[src/design/ipspr_pkg.sv]
// Package for the IPsec policy rule table: rule record type, table size,
// operation and status codes, and the low-bit helper. No dependencies.
package ipspr_pkg;

    localparam int RULE_SLOTS = 16;

    localparam logic [1:0] OP_INSERT = 2'd0;
    localparam logic [1:0] OP_LOOKUP = 2'd1;
    localparam logic [1:0] OP_DELETE = 2'd2;
    localparam logic [1:0] OP_FLUSH  = 2'd3;

    localparam logic [1:0] ST_OK      = 2'd0;
    localparam logic [1:0] ST_NOMATCH = 2'd1;
    localparam logic [1:0] ST_FULL    = 2'd2;
    localparam logic [1:0] ST_NOSLOT  = 2'd3;

    localparam logic [8:0] PROTO_ANY = 9'd256;
    localparam logic [8:0] PROTO_TCP = 9'd6;
    localparam logic [8:0] PROTO_UDP = 9'd17;

    typedef struct packed {
        logic [31:0] src_addr;
        logic [31:0] src_netmask;
        logic [31:0] dst_addr;
        logic [31:0] dst_mask;
        logic [31:0] tunnel;
        logic [8:0]  proto;
        logic [15:0] sport;
        logic [15:0] dport;
        logic [1:0]  action;
    } t_rule;

    // Command broadcast to every cell; it is held for the whole of an item.
    typedef struct packed {
        logic [1:0]  op;
        t_rule       rule;
        logic [1:0]  mode;
        logic        src_first;
    } t_cmd;

    // Index of lowest set bit, 32 when zero.
    function automatic logic [5:0] low_bit(input logic [31:0] m);
        logic [5:0] r;
        r = 6'd32;
        for (int i = 31; i >= 0; i--) begin
            if (m[i]) r = 6'(i);
        end
        return r;
    endfunction

endpackage

[src/design/ipspr_cell.sv]
// One rule slot of the table: holds a rule, evaluates match and insert
// placement against the broadcast command, and shifts with its neighbors.
// Depends on ipspr_pkg.
module ipspr_cell
    import ipspr_pkg::*;
(
    input  logic  i_clk,
    input  logic  i_clear,
    input  t_cmd  i_cmd,
    input  logic  i_eval,
    input  logic  i_load_new,
    input  logic  i_load_prev,
    input  logic  i_load_next,
    input  t_rule i_prev,
    input  t_rule i_next,
    output t_rule o_rule,
    output logic  o_hit,
    output logic  o_place
);

    t_rule r_rule;
    logic  r_hit, r_place;
    logic  n_hit, n_place;
    t_rule init_rule;

    assign o_rule  = r_rule;
    assign o_hit   = r_hit;
    assign o_place = r_place;

    // Catch-all rule: everything zero, protocol any, bypass.
    always_comb begin
        init_rule       = '0;
        init_rule.proto = PROTO_ANY;
    end

    logic [5:0] k1, k2, e1, e2;
    logic [15:0] p1, p2, q1, q2;
    logic sm, dm, pm;

    always_comb begin
        k1 = low_bit(i_cmd.src_first ? i_cmd.rule.src_netmask : i_cmd.rule.dst_mask);
        k2 = low_bit(i_cmd.src_first ? i_cmd.rule.dst_mask : i_cmd.rule.src_netmask);
        e1 = low_bit(i_cmd.src_first ? r_rule.src_netmask : r_rule.dst_mask);
        e2 = low_bit(i_cmd.src_first ? r_rule.dst_mask : r_rule.src_netmask);
        p1 = i_cmd.src_first ? i_cmd.rule.sport : i_cmd.rule.dport;
        p2 = i_cmd.src_first ? i_cmd.rule.dport : i_cmd.rule.sport;
        q1 = i_cmd.src_first ? r_rule.sport : r_rule.dport;
        q2 = i_cmd.src_first ? r_rule.dport : r_rule.sport;
        n_place = (k1 < e1) ||
                  ((k1 == e1) && (k2 < e2)) ||
                  ((k1 == e1) && (k2 == e2) &&
                   (((p1 != 16'd0) && (q1 == 16'd0)) ||
                    ((p2 != 16'd0) && (q2 == 16'd0))));

        sm = i_cmd.mode[0] ||
             (((i_cmd.rule.src_addr ^ r_rule.src_addr) & r_rule.src_netmask) == 32'd0);
        dm = i_cmd.mode[1] ||
             (((i_cmd.rule.dst_addr ^ r_rule.dst_addr) & r_rule.dst_mask) == 32'd0);
        if (r_rule.proto == PROTO_ANY) begin
            pm = 1'b1;
        end else if (r_rule.proto != i_cmd.rule.proto) begin
            pm = 1'b0;
        end else if (i_cmd.rule.proto == PROTO_TCP || i_cmd.rule.proto == PROTO_UDP) begin
            pm = ((r_rule.sport == 16'd0) || (r_rule.sport == i_cmd.rule.sport)) &&
                 ((r_rule.dport == 16'd0) || (r_rule.dport == i_cmd.rule.dport));
        end else begin
            pm = 1'b1;
        end
        n_hit = sm && dm && pm;
    end

    always_ff @(posedge i_clk) begin
        if (i_eval) begin
            r_hit   <= n_hit;
            r_place <= n_place;
        end
        if (i_clear)          r_rule <= init_rule;
        else if (i_load_new)  r_rule <= i_cmd.rule;
        else if (i_load_prev) r_rule <= i_prev;
        else if (i_load_next) r_rule <= i_next;
    end

endmodule

[config.mk]
export PLATFORM = sky130hd
export DESIGN_NAME = ipspr_cell
export DESIGN_NICKNAME = d
export VERILOG_FILES = /design/src/design/ipspr_pkg.sv /design/src/design/ipspr_cell.sv
export SDC_FILE = /design/constraint.sdc
export NUM_CORES = 1
export LEC_CHECK = 0
export BUFFER_PORTS_ARGS = -buffer_cell sky130_fd_sc_hd__buf_2
export CAP_MARGIN = 20
export CELL_PAD_IN_SITES_DETAIL_PLACEMENT = 0
export CELL_PAD_IN_SITES_GLOBAL_PLACEMENT = 2
export CORE_AREA = 2 2 325 327
export DETAILED_ROUTE_END_ITERATION = 7
export DIE_AREA = 0 0 327 329
export PLACE_DENSITY_LB_ADDON = 0.1
export SYNTH_ARGS = -nofsm -noshare
export SYNTH_HDL_FRONTEND = slang
export SYNTH_SLANG_ARGS = --single-unit
[constraint.sdc]
create_clock -name i_clk -period 3.05 [get_ports i_clk]
set_input_delay 0 -clock i_clk [delete_from_list [all_inputs] [get_ports i_clk]]
set_output_delay 0 -clock i_clk [all_outputs]
set_load 0.01 [all_outputs]
==> results of run 1 <==
per-stage QoR:
stage,utilization,instance area [um^2]
after detailed placement,0.216,22500
final,0.266,27800
after global routing,0.266,27800
after CTS,0.265,27600
after global placement,0.216,22500
after floorplan,-,15200
routing by layer:
metal	global-route usage	wire length [um]	share of wire	vias up
met1	0.247	48200	0.40	10800
met4	0.0639	3750	0.031	10
met2	0.391	61500	0.52	718
li1	-	-	-	10500
met3	0.0303	5690	0.048	139
met5	0	61	0.00051	-
cell usage after synthesis, drive strengths merged (4+ instances only):
cell	count
nor2	545
a21oi	231
dfxtp	203
nand2	142
a221oi	121
clkbuf	107
xor2	98
nor3	76
mux2	73
a222oi	66
buf	63
nor4	37
a22oi	32
o21ai	32
inv	27
nor3b	27
mux2i	26
o31ai	20
nand4	16
nand2b	15
a211oi	12
ha	12
o211ai	12
or3	12
nand3	8
a21o	7
and2	7
nor2b	7
o21a	7
xnor2	7
a31oi	6
and3	5
or3b	5
a311oi	4
o311ai	4
kinds of logic after synthesis:
kind of cell / synth area share
AND/OR/NAND/NOR: 0.260
multiplexers: 0.0711
AO/OA/AOI/OAI: 0.270
XOR/XNOR: 0.0604
buffers and inverters: 0.0568
flip-flops: 0.271
adder cells (fa/ha/maj): 0.00987
critical path, cell delays in order (launching register included):
cell	delay [ps]
dfxtp_2	320
or3b_4	400
o2bb2a_4	220
a221oi_4	70
o31ai_4	220
a21oi_2	100
o31ai_2	250
ha_1	290
nor2b_1	140
o21a_1	160
o21a_1	160
o21a_1	160
o21a_1	180
o41ai_2	220
worst max-delay path by stage:
stage / start / endpoint / cells after the start
3_3_place_gp: i_cmd[0] / o_place / 17
5_1_grt: o_rule[101] / o_place / 14
4_1_cts: o_rule[98] / o_place / 13
6_report: o_rule[97] / o_place / 13
2_1_floorplan: o_rule[97] / o_place / 13
3_5_place_dp: i_cmd[0] / o_place / 17
cells in the final DEF, fill, tap and decap left out, types with 66 or more instances in the layout:
cell           count
a221oi_1         119
xor2_1            98
buf_4            267
nand2_1          142
dlygate4sd3_1    404
a21oi_1          229
nor3_1            70
buf_2            817
nor2_1           543
dfxtp_1          196
mux2_2            73
a222oi_1          66
registers in the layout, indices dropped and copies added, names as in the netlist:
name / cells
o_rule: 203
o_hit: 1
o_place: 1
layout make-up:
class | instances | area (um^2)
Clock inverter | 8 | 67.6
Timing Repair Buffer | 1502 | 10400
Multi-Input combinational cell | 1711 | 10400
Inverter | 27 | 101
Fill cell | 11800 | 76600
Tap cell | 1391 | 1740
Antenna cell | 7 | 17.5
Sequential cell | 205 | 4130
Clock buffer | 46 | 922
repair_timing:
action / CTS / global route
endpoints found under the hold margin: 196 / 0
hold buffers: 404 / 0
resized for setup: 17 / 26
setup endpoints to repair: 1 / 1
setup buffers: 0 / 1
pin swaps: 11 / 14
report_power, final:
part | switching, mW | leakage (nW) | internal (mW)
registers | 0.208 | 1.70 | 2.88
logic | 2.07 | 10.4 | 1.89
clock network | 1.46 | 0.492 | 2.14
==> flow_summary.json, run 1 <==
{
  "status": "finished, violations left",
  "violations": "hold timing, setup timing",
  "hold_class": "input pin to flop",
  "h-tree-depth": 1,
  "synth.top_cell.area_share": 0.267,
  "wl_per_cell_um": 24.3,
  "r2r_start": "o_rule[97]",
  "antenna_found_initial": 27,
  "critPathRequiredTime_ps": 3440,
  "clkTransAtPathRegs_ps": 60,
  "cts_buffer_depth": 3,
  "initial_utilization": 0.146,
  "clock_sinks": 205,
  "powerDensity_nw_per_um2": 383,
  "worst_slack_ps": -35.7,
  "worstHoldStart": "i_clear",
  "cp-start-kind": "flop",
  "ir_drop_mv": 0.384,
  "worst_slew_pin_slew_ps": 903,
  "finalPower_mw": 10.7,
  "grt_overflow": 0,
  "async_reset_ff_frac": 0,
  "hold_end": "o_rule[10]",
  "grt_usage": 0.210,
  "synthToLayoutAreaGrowth_pct": 82.7,
  "cp_max_fo": 3,
  "clk_root_buffer_cell": "clkbuf_16",
  "first_pass_iters": 7,
  "setup_tns_ps": -35.7,
  "syn_area_per_cell_um2": 7.20,
  "synth.distinct_cells": 79,
  "setup_violations": 1,
  "dieArea_um2": 108000,
  "drc_errors": 0,
  "grt_max_degree": 89,
  "fin_crit_sh": 1.01,
  "die_y_um": 329,
  "wirelength_um": 119000,
  "drive_above_1_share": 0.364,
  "synth.area.top_cells": "dfxtp_1 (27%), nor2_1 (13%), a21oi_1 (7.6%)",
  "netlist_instances": 2113,
  "dpl_worst_slack_ps": -435,
  "netlist_area_um2": 15200,
  "rsz0062_at_grt": "true",
  "synth_top_area_cell": "dfxtp_1",
  "dp_cells": 4431,
  "max_freq_ghz": 0.324,
  "hold_depth": 2,
  "ys.flop_type": "dfxtp_1",
  "drt-vias-per-instance": 4.53,
  "finalClockSkew_ps": 8.72,
  "finalNonFillerCells": 4897,
  "vias": 22200,
  "worst-setup-path-type": "flop to flop",
  "die_w_um": 327,
  "synth-seq-cells": 205,
  "critPathCaptureType": "flop",
  "cts_buffers": 30,
  "core.rowCount": 119,
  "ant_nets": 0,
  "rrSetupSlack_ps": -40,
  "routabilityCongestion": 0.851,
  "slew-limit-headroom": 0.396,
  "synth_edf_count": 2,
  "clk_latency_ps": 590,
  "cp.arrival_ps": 3480,
  "synth.net_count": 2745,
  "yosysWarnings": 0,
  "dp_hpwl_um": 96900,
  "layout_min_cycle_time_ps": 3090,
  "cts_tree": "yes",
  "grt_pass1_vias": 22900,
  "slew_viol_final": 0,
  "p_leak_nw": 12.5,
  "r2r_end": "o_place",
  "grt_pass1_wl_um": 164000,
  "whs_ps": -32.5,
  "hold_viol": 5,
  "r2r_cells": 13,
  "pin_count": 825,
  "core_um2": 104000,
  "fin_nets": 4109,
  "drt_iter0_markers": 1197,
  "maxCapViolCount": 0,
  "portBuffers": 822,
  "synth.yosys.seq_area_share": 0.271
}
(Power assumes the default switching activity.)
==> inputs of run 2 (changes only) <==
- BUFFER_PORTS_ARGS: -buffer_cell sky130_fd_sc_hd__buf_2 -> unset
- DONT_BUFFER_PORTS: unset -> 1
==> flow_summary.json, run 2 (synthesis gave the netlist of run 1 again) <==
{
  "status": "finished, violations left",
  "violations": "setup timing",
  "cts_buffer_depth": 3,
  "die_w_um": 327,
  "ant_nets": 0,
  "slowest_delay_ps": 470,
  "hold_class": "input pin to flop",
  "wl_per_cell_um": 28.8,
  "dieArea_um2": 108000,
  "layout_commonest_cell": "nor2_1",
  "slew-limit-headroom": 0.219,
  "critPathCaptureType": "flop",
  "wl_met3_um": 6510,
  "wl_met1_um": 45000,
  "grt_usage": 0.201,
  "worstPathCellList": "nor3b_1 > buf_4 > a21oi_1 > buf_4 > nor3_1 > o31ai_1 > a21oi_1 > o21ai_1 > ha_1 > o21a_1 > o21a_1 > o21a_1 > o21a_1 > o41ai_2",
  "core_um2": 104000,
  "dp_hpwl_um": 85300,
  "critPathRequiredTime_ps": 3410,
  "fin_crit_sh": 1.07,
  "clk_latency_ps": 570,
  "cp.arrival_ps": 3610,
  "routed-wl-met2_um": 59300,
  "worst-setup-path-type": "flop to flop",
  "cts_tree": "yes",
  "final_cell_mix": "nor2_1 (543), dlygate4sd3_1 (407), a21oi_1 (229), dfxtp_1 (200), nand2_1 (142)",
  "synthToLayoutAreaGrowth_pct": 49.9,
  "drc_errors": 0,
  "ir_drop_mv": 0.306,
  "regArea_um2": 4130,
  "maxCapViolCount": 0,
  "clkTransAtPathRegs_ps": 70,
  "clock_sinks": 205,
  "cts_buffers": 35,
  "max_freq_ghz": 0.307,
  "initial_utilization": 0.146,
  "rsz0062_at_grt": "true",
  "drt-vias-per-instance": 4.74,
  "p_leak_nw": 8.61,
  "worst_slew_pin_slew_ps": 1170,
  "grt_max_degree": 343,
  "finalPower_mw": 10.3,
  "routabilityCongestion": 0.838,
  "die_y_um": 329,
  "fillers": 11800,
  "critPathSlowestCell": "o31ai_1",
  "hold_viol": 0,
  "multi_input_area_um2": 10400,
  "powerDensity_nw_per_um2": 451,
  "largest_reg_flops": 203,
  "core.rowCount": 119,
  "first_pass_iters": 8,
  "cp-start-kind": "flop",
  "worst_slack_ps": -204,
  "pin_count": 825,
  "cp_max_fo": 2,
  "setup_tns_ps": -204,
  "crit_top_cell": "o21a_1",
  "wirelength_um": 114000,
  "drive_above_1_share": 0.126,
  "vias": 18700,
  "grt_pass1_vias": 19300,
  "slew_viol_final": 0,
  "layout_min_cycle_time_ps": 3250,
  "setup_violations": 1,
  "fin_nets": 3164,
  "finalClockSkew_ps": 21.0,
  "drt_iter0_markers": 1261,
  "top_layer": "met4",
  "grt_overflow": 0,
  "clk_root_buffer_cell": "clkbuf_16",
  "grt_pass1_wl_um": 154000,
  "antenna_found_initial": 7,
  "portBuffers": 0,
  "dpl_worst_slack_ps": -531,
  "h-tree-depth": 2
}
## run 2: changes by cell type in the layout (fill, tap and decap cells not counted), moves of 4 or more
| cell | previous run | this run |
|---|---|---|
| buf_2 | 817 | 0 |
| buf_4 | 267 | 139 |
| buf_12 | 10 | 4 |
| clkbuf_16 | 31 | 36 |
| clkbuf_8 | 10 | 6 |
| dfxtp_1 | 196 | 200 |
| dfxtp_2 | 7 | 3 |
| nor3b_1 | 25 | 21 |
| nor3b_2 | 2 | 6 |
## run 2: critical path, delay by kind of cell, from the launching register on
kind	cells	cell delay [ps]
adder cells (fa/ha/maj)	1	270
AND/OR/NAND/NOR	2	100
AO/OA/AOI/OAI	9	2030
flip-flops	1	340
buffers and inverters	2	310
## run 2: repair_timing
action                     CTS  global route
gates resized for setup     16            19
hold endpoints to repair   206             0
setup endpoints to repair    2             1
setup buffers                0             2
hold buffers               408             0
pin swaps                   10            12
## run 2: report_power, final
part	internal (mW)	total, mW	leakage (nW)	switching [mW]
Clock	2.58	4.29	0.580	1.71
Combinational	1.36	2.77	6.33	1.41
Sequential	2.88	3.23	1.70	0.347
## run 2: path summary, 6_finish.rpt
check              start         end  slack (ps)  cells past startpoint
min reg2reg   o_rule[60]  o_rule[60]         580                      2
max reg2reg  o_rule[100]     o_place        -200                     14
max          o_rule[100]     o_place        -200                     14
min            i_cmd[39]       o_hit          60                      6
## run 2: cell type report
type                    count  area share
diodes                      4    0.000439
clock buffers              49      0.0443
clock inverters            12     0.00795
inverters                  27     0.00444
multi-input cells        1711       0.456
flip-flops and latches    205       0.181
well taps                1391      0.0763
repair buffers            552       0.230
## run 2: through the flow
stage	util	cell area (um^2)	hold slack [ps]	instances
final	0.219	22800	62.6	3951
after global routing	0.219	22800	55.5	3950
after detailed placement	0.166	17300	106	3476
after global placement	0.166	17300	101	3475
after CTS	0.217	22700	0.120	3945
after floorplan	-	15200	112	2113
## run 2: per-layer routing
| layer | vias to the layer above | track usage |
|---|---|---|
| met3 | 126 | 0.0409 |
| met2 | 672 | 0.377 |
| met4 | 0 | 0.0502 |
| met1 | 9319 | 0.231 |
| met5 | - | 0 |
| li1 | 8594 | - |
==> inputs of run 3 (changes only) <==
- CELL_PAD_IN_SITES_DETAIL_PLACEMENT: 0 -> 1
- CELL_PAD_IN_SITES_GLOBAL_PLACEMENT: 2 -> 1
- CORE_AREA: 2 2 325 327 -> 2 2 316 318
- DIE_AREA: 0 0 327 329 -> 0 0 318 320
==> flow_summary.json, run 3 (synthesis gave the netlist of run 1 again) <==
{
  "grt_overflow": 0,
  "h-tree-depth": 1,
  "finalNonFillerCells": 3797,
  "grt_pass1_wl_um": 153000,
  "fillers": 11700,
  "die_w_um": 318,
  "initial_utilization": 0.155,
  "cts_buffers": 30,
  "ant_nets": 0,
  "clock_sinks": 205,
  "pwr-share-clk": 0.386,
  "cp_max_fo": 3,
  "wl_per_cell_um": 29.0,
  "seqPwrFrac": 0.337,
  "cts_buffer_depth": 3,
  "pin_count": 825,
  "max_freq_ghz": 0.315,
  "grt_max_degree": 343,
  "power_frac_comb": 0.278,
  "portBuffers": 0,
  "antenna_found_initial": 11,
  "first_pass_iters": 7,
  "clk_root_buffer_cell": "clkbuf_16",
  "violations": "setup timing",
  "clkTransAtPathRegs_ps": 70,
  "layout_commonest_cell": "nor2_1",
  "rsz0062_at_grt": "true",
  "cp-start-kind": "flop",
  "dieArea_um2": 102000,
  "cts_tree": "yes",
  "drive_above_1_share": 0.124,
  "finalClockSkew_ps": 70.8,
  "clk_latency_ps": 640,
  "dp_cells": 3378,
  "synthToLayoutAreaGrowth_pct": 45.1,
  "drc_errors": 0,
  "wirelength_um": 110000,
  "dp_hpwl_um": 83600,
  "grt_pass1_vias": 19900,
  "drt-vias-per-instance": 4.91,
  "drt_iter0_markers": 1244,
  "powerDensity_nw_per_um2": 434,
  "r2r_cells": 13,
  "fin_crit_sh": 1.04,
  "status": "finished, violations left",
  "ir_drop_mv": 0.418,
  "routabilityCongestion": 0.859,
  "die_y_um": 320,
  "slew-limit-headroom": 0.308,
  "hold_class": "input pin to flop",
  "p_int_mw": 6.37,
  "maxCapViolCount": 0,
  "core.rowCount": 115,
  "critPathCaptureType": "flop",
  "fin_nets": 3122,
  "cp.arrival_ps": 3600,
  "layout_min_cycle_time_ps": 3170,
  "core_um2": 98000,
  "hold_viol": 0,
  "largest_reg_flops": 203,
  "critPathRequiredTime_ps": 3480,
  "slew_viol_final": 0,
  "grt_usage": 0.207,
  "p_leak_nw": 8.51,
  "worst-setup-path-type": "flop to flop",
  "hold_depth": 3,
  "swShare": 0.335,
  "dpl_worst_slack_ps": -416,
  "worst_slack_ps": -121,
  "vias": 18700,
  "setup_violations": 1,
  "final_cell_mix": "nor2_1 (544), dlygate4sd3_1 (365), a21oi_1 (230), dfxtp_1 (202)",
  "p_sw_mw": 3.21,
  "worst_slew_pin_slew_ps": 1040
}
run 3: cell types whose count changed in the layout (fill, tap and decap cells not counted), moves of 2 or more:
cell | before | now
dfxtp_2 | 3 | 1
clkbuf_16 | 36 | 30
clkbuf_1 | 7 | 4
diode_2 | 4 | 1
nor3b_2 | 6 | 4
nor3b_1 | 21 | 23
buf_4 | 139 | 142
dlygate4sd3_1 | 407 | 365
dfxtp_1 | 200 | 202
run 3: per-stage QoR:
stage          setup TNS [ps]   util  hold WS, ps  power, mW  instance area, um^2
2_1_floorplan               0      -          112       4.54                15200
3_3_place_gp             -605  0.176         94.8       5.34                17200
3_5_place_dp             -657  0.176         90.5       5.35                17200
4_1_cts                  -129  0.225        0.783       9.75                22000
5_1_grt                  -200  0.225         3.58       10.1                22100
6_report                 -121  0.225         36.0       9.58                22100
run 3: worst max-delay path, stage by stage, from the launching register on:
cell and delay (ps):
dfxtp_2 320, or3b_4 410, o2bb2a_4 210, a221oi_2 80, o31ai_2 260, a21oi_2 100
o31ai_2 250, ha_1 290, nor2b_1 130, o21a_1 160, o21a_1 160, o21a_1 160
o21a_1 170, o41ai_2 270
run 3: power by group through the flow:
| stage | Combinational [mW] | Sequential, mW | Clock [mW] |
|---|---|---|---|
| 2_1_floorplan | 1.33 | 3.20 | 0 |
| 3_3_place_gp | 2.05 | 3.29 | 0 |
| 3_5_place_dp | 2.05 | 3.29 | 0 |
| 4_1_cts | 2.66 | 3.24 | 3.86 |
| 5_1_grt | 2.90 | 3.25 | 3.95 |
| 6_report | 2.66 | 3.23 | 3.70 |
run 3: final timing paths:
kind,from,endpoint,slack [ps]
hold / removal,i_next[86],o_rule[86],40
hold reg to reg,o_rule[71],o_rule[71],570
setup / recovery,o_rule[97],o_place,-120
setup reg to reg,o_rule[97],o_place,-120
run 3: what timing repair did:
action	CTS	global route
hold buffers	367	0
endpoints found under the setup margin	2	1
setup buffers	0	0
pin swaps	0	5
hold endpoints to repair	206	0
resized for setup	11	17
run 3: area by class of cell:
type	count	area (um^2)	area share
clock buffer	40	848	0.0384
timing repair buffer	515	4870	0.221
inverter	27	101	0.00459
clock inverter	11	161	0.00731
antenna	1	2.50	0.000113
tap	1287	1610	0.0729
multi-input combinational	1711	10400	0.469
sequential	205	4130	0.187
run 3: layer usage:
metal,vias up,GRT usage,wire length (um),share of wire
li1,8506,-,-,-
met1,9401,0.233,43100,0.39
met2,639,0.398,58700,0.53
met3,105,0.0404,6010,0.055
met4,8,0.0438,2320,0.021
met5,-,0,50,0.00045
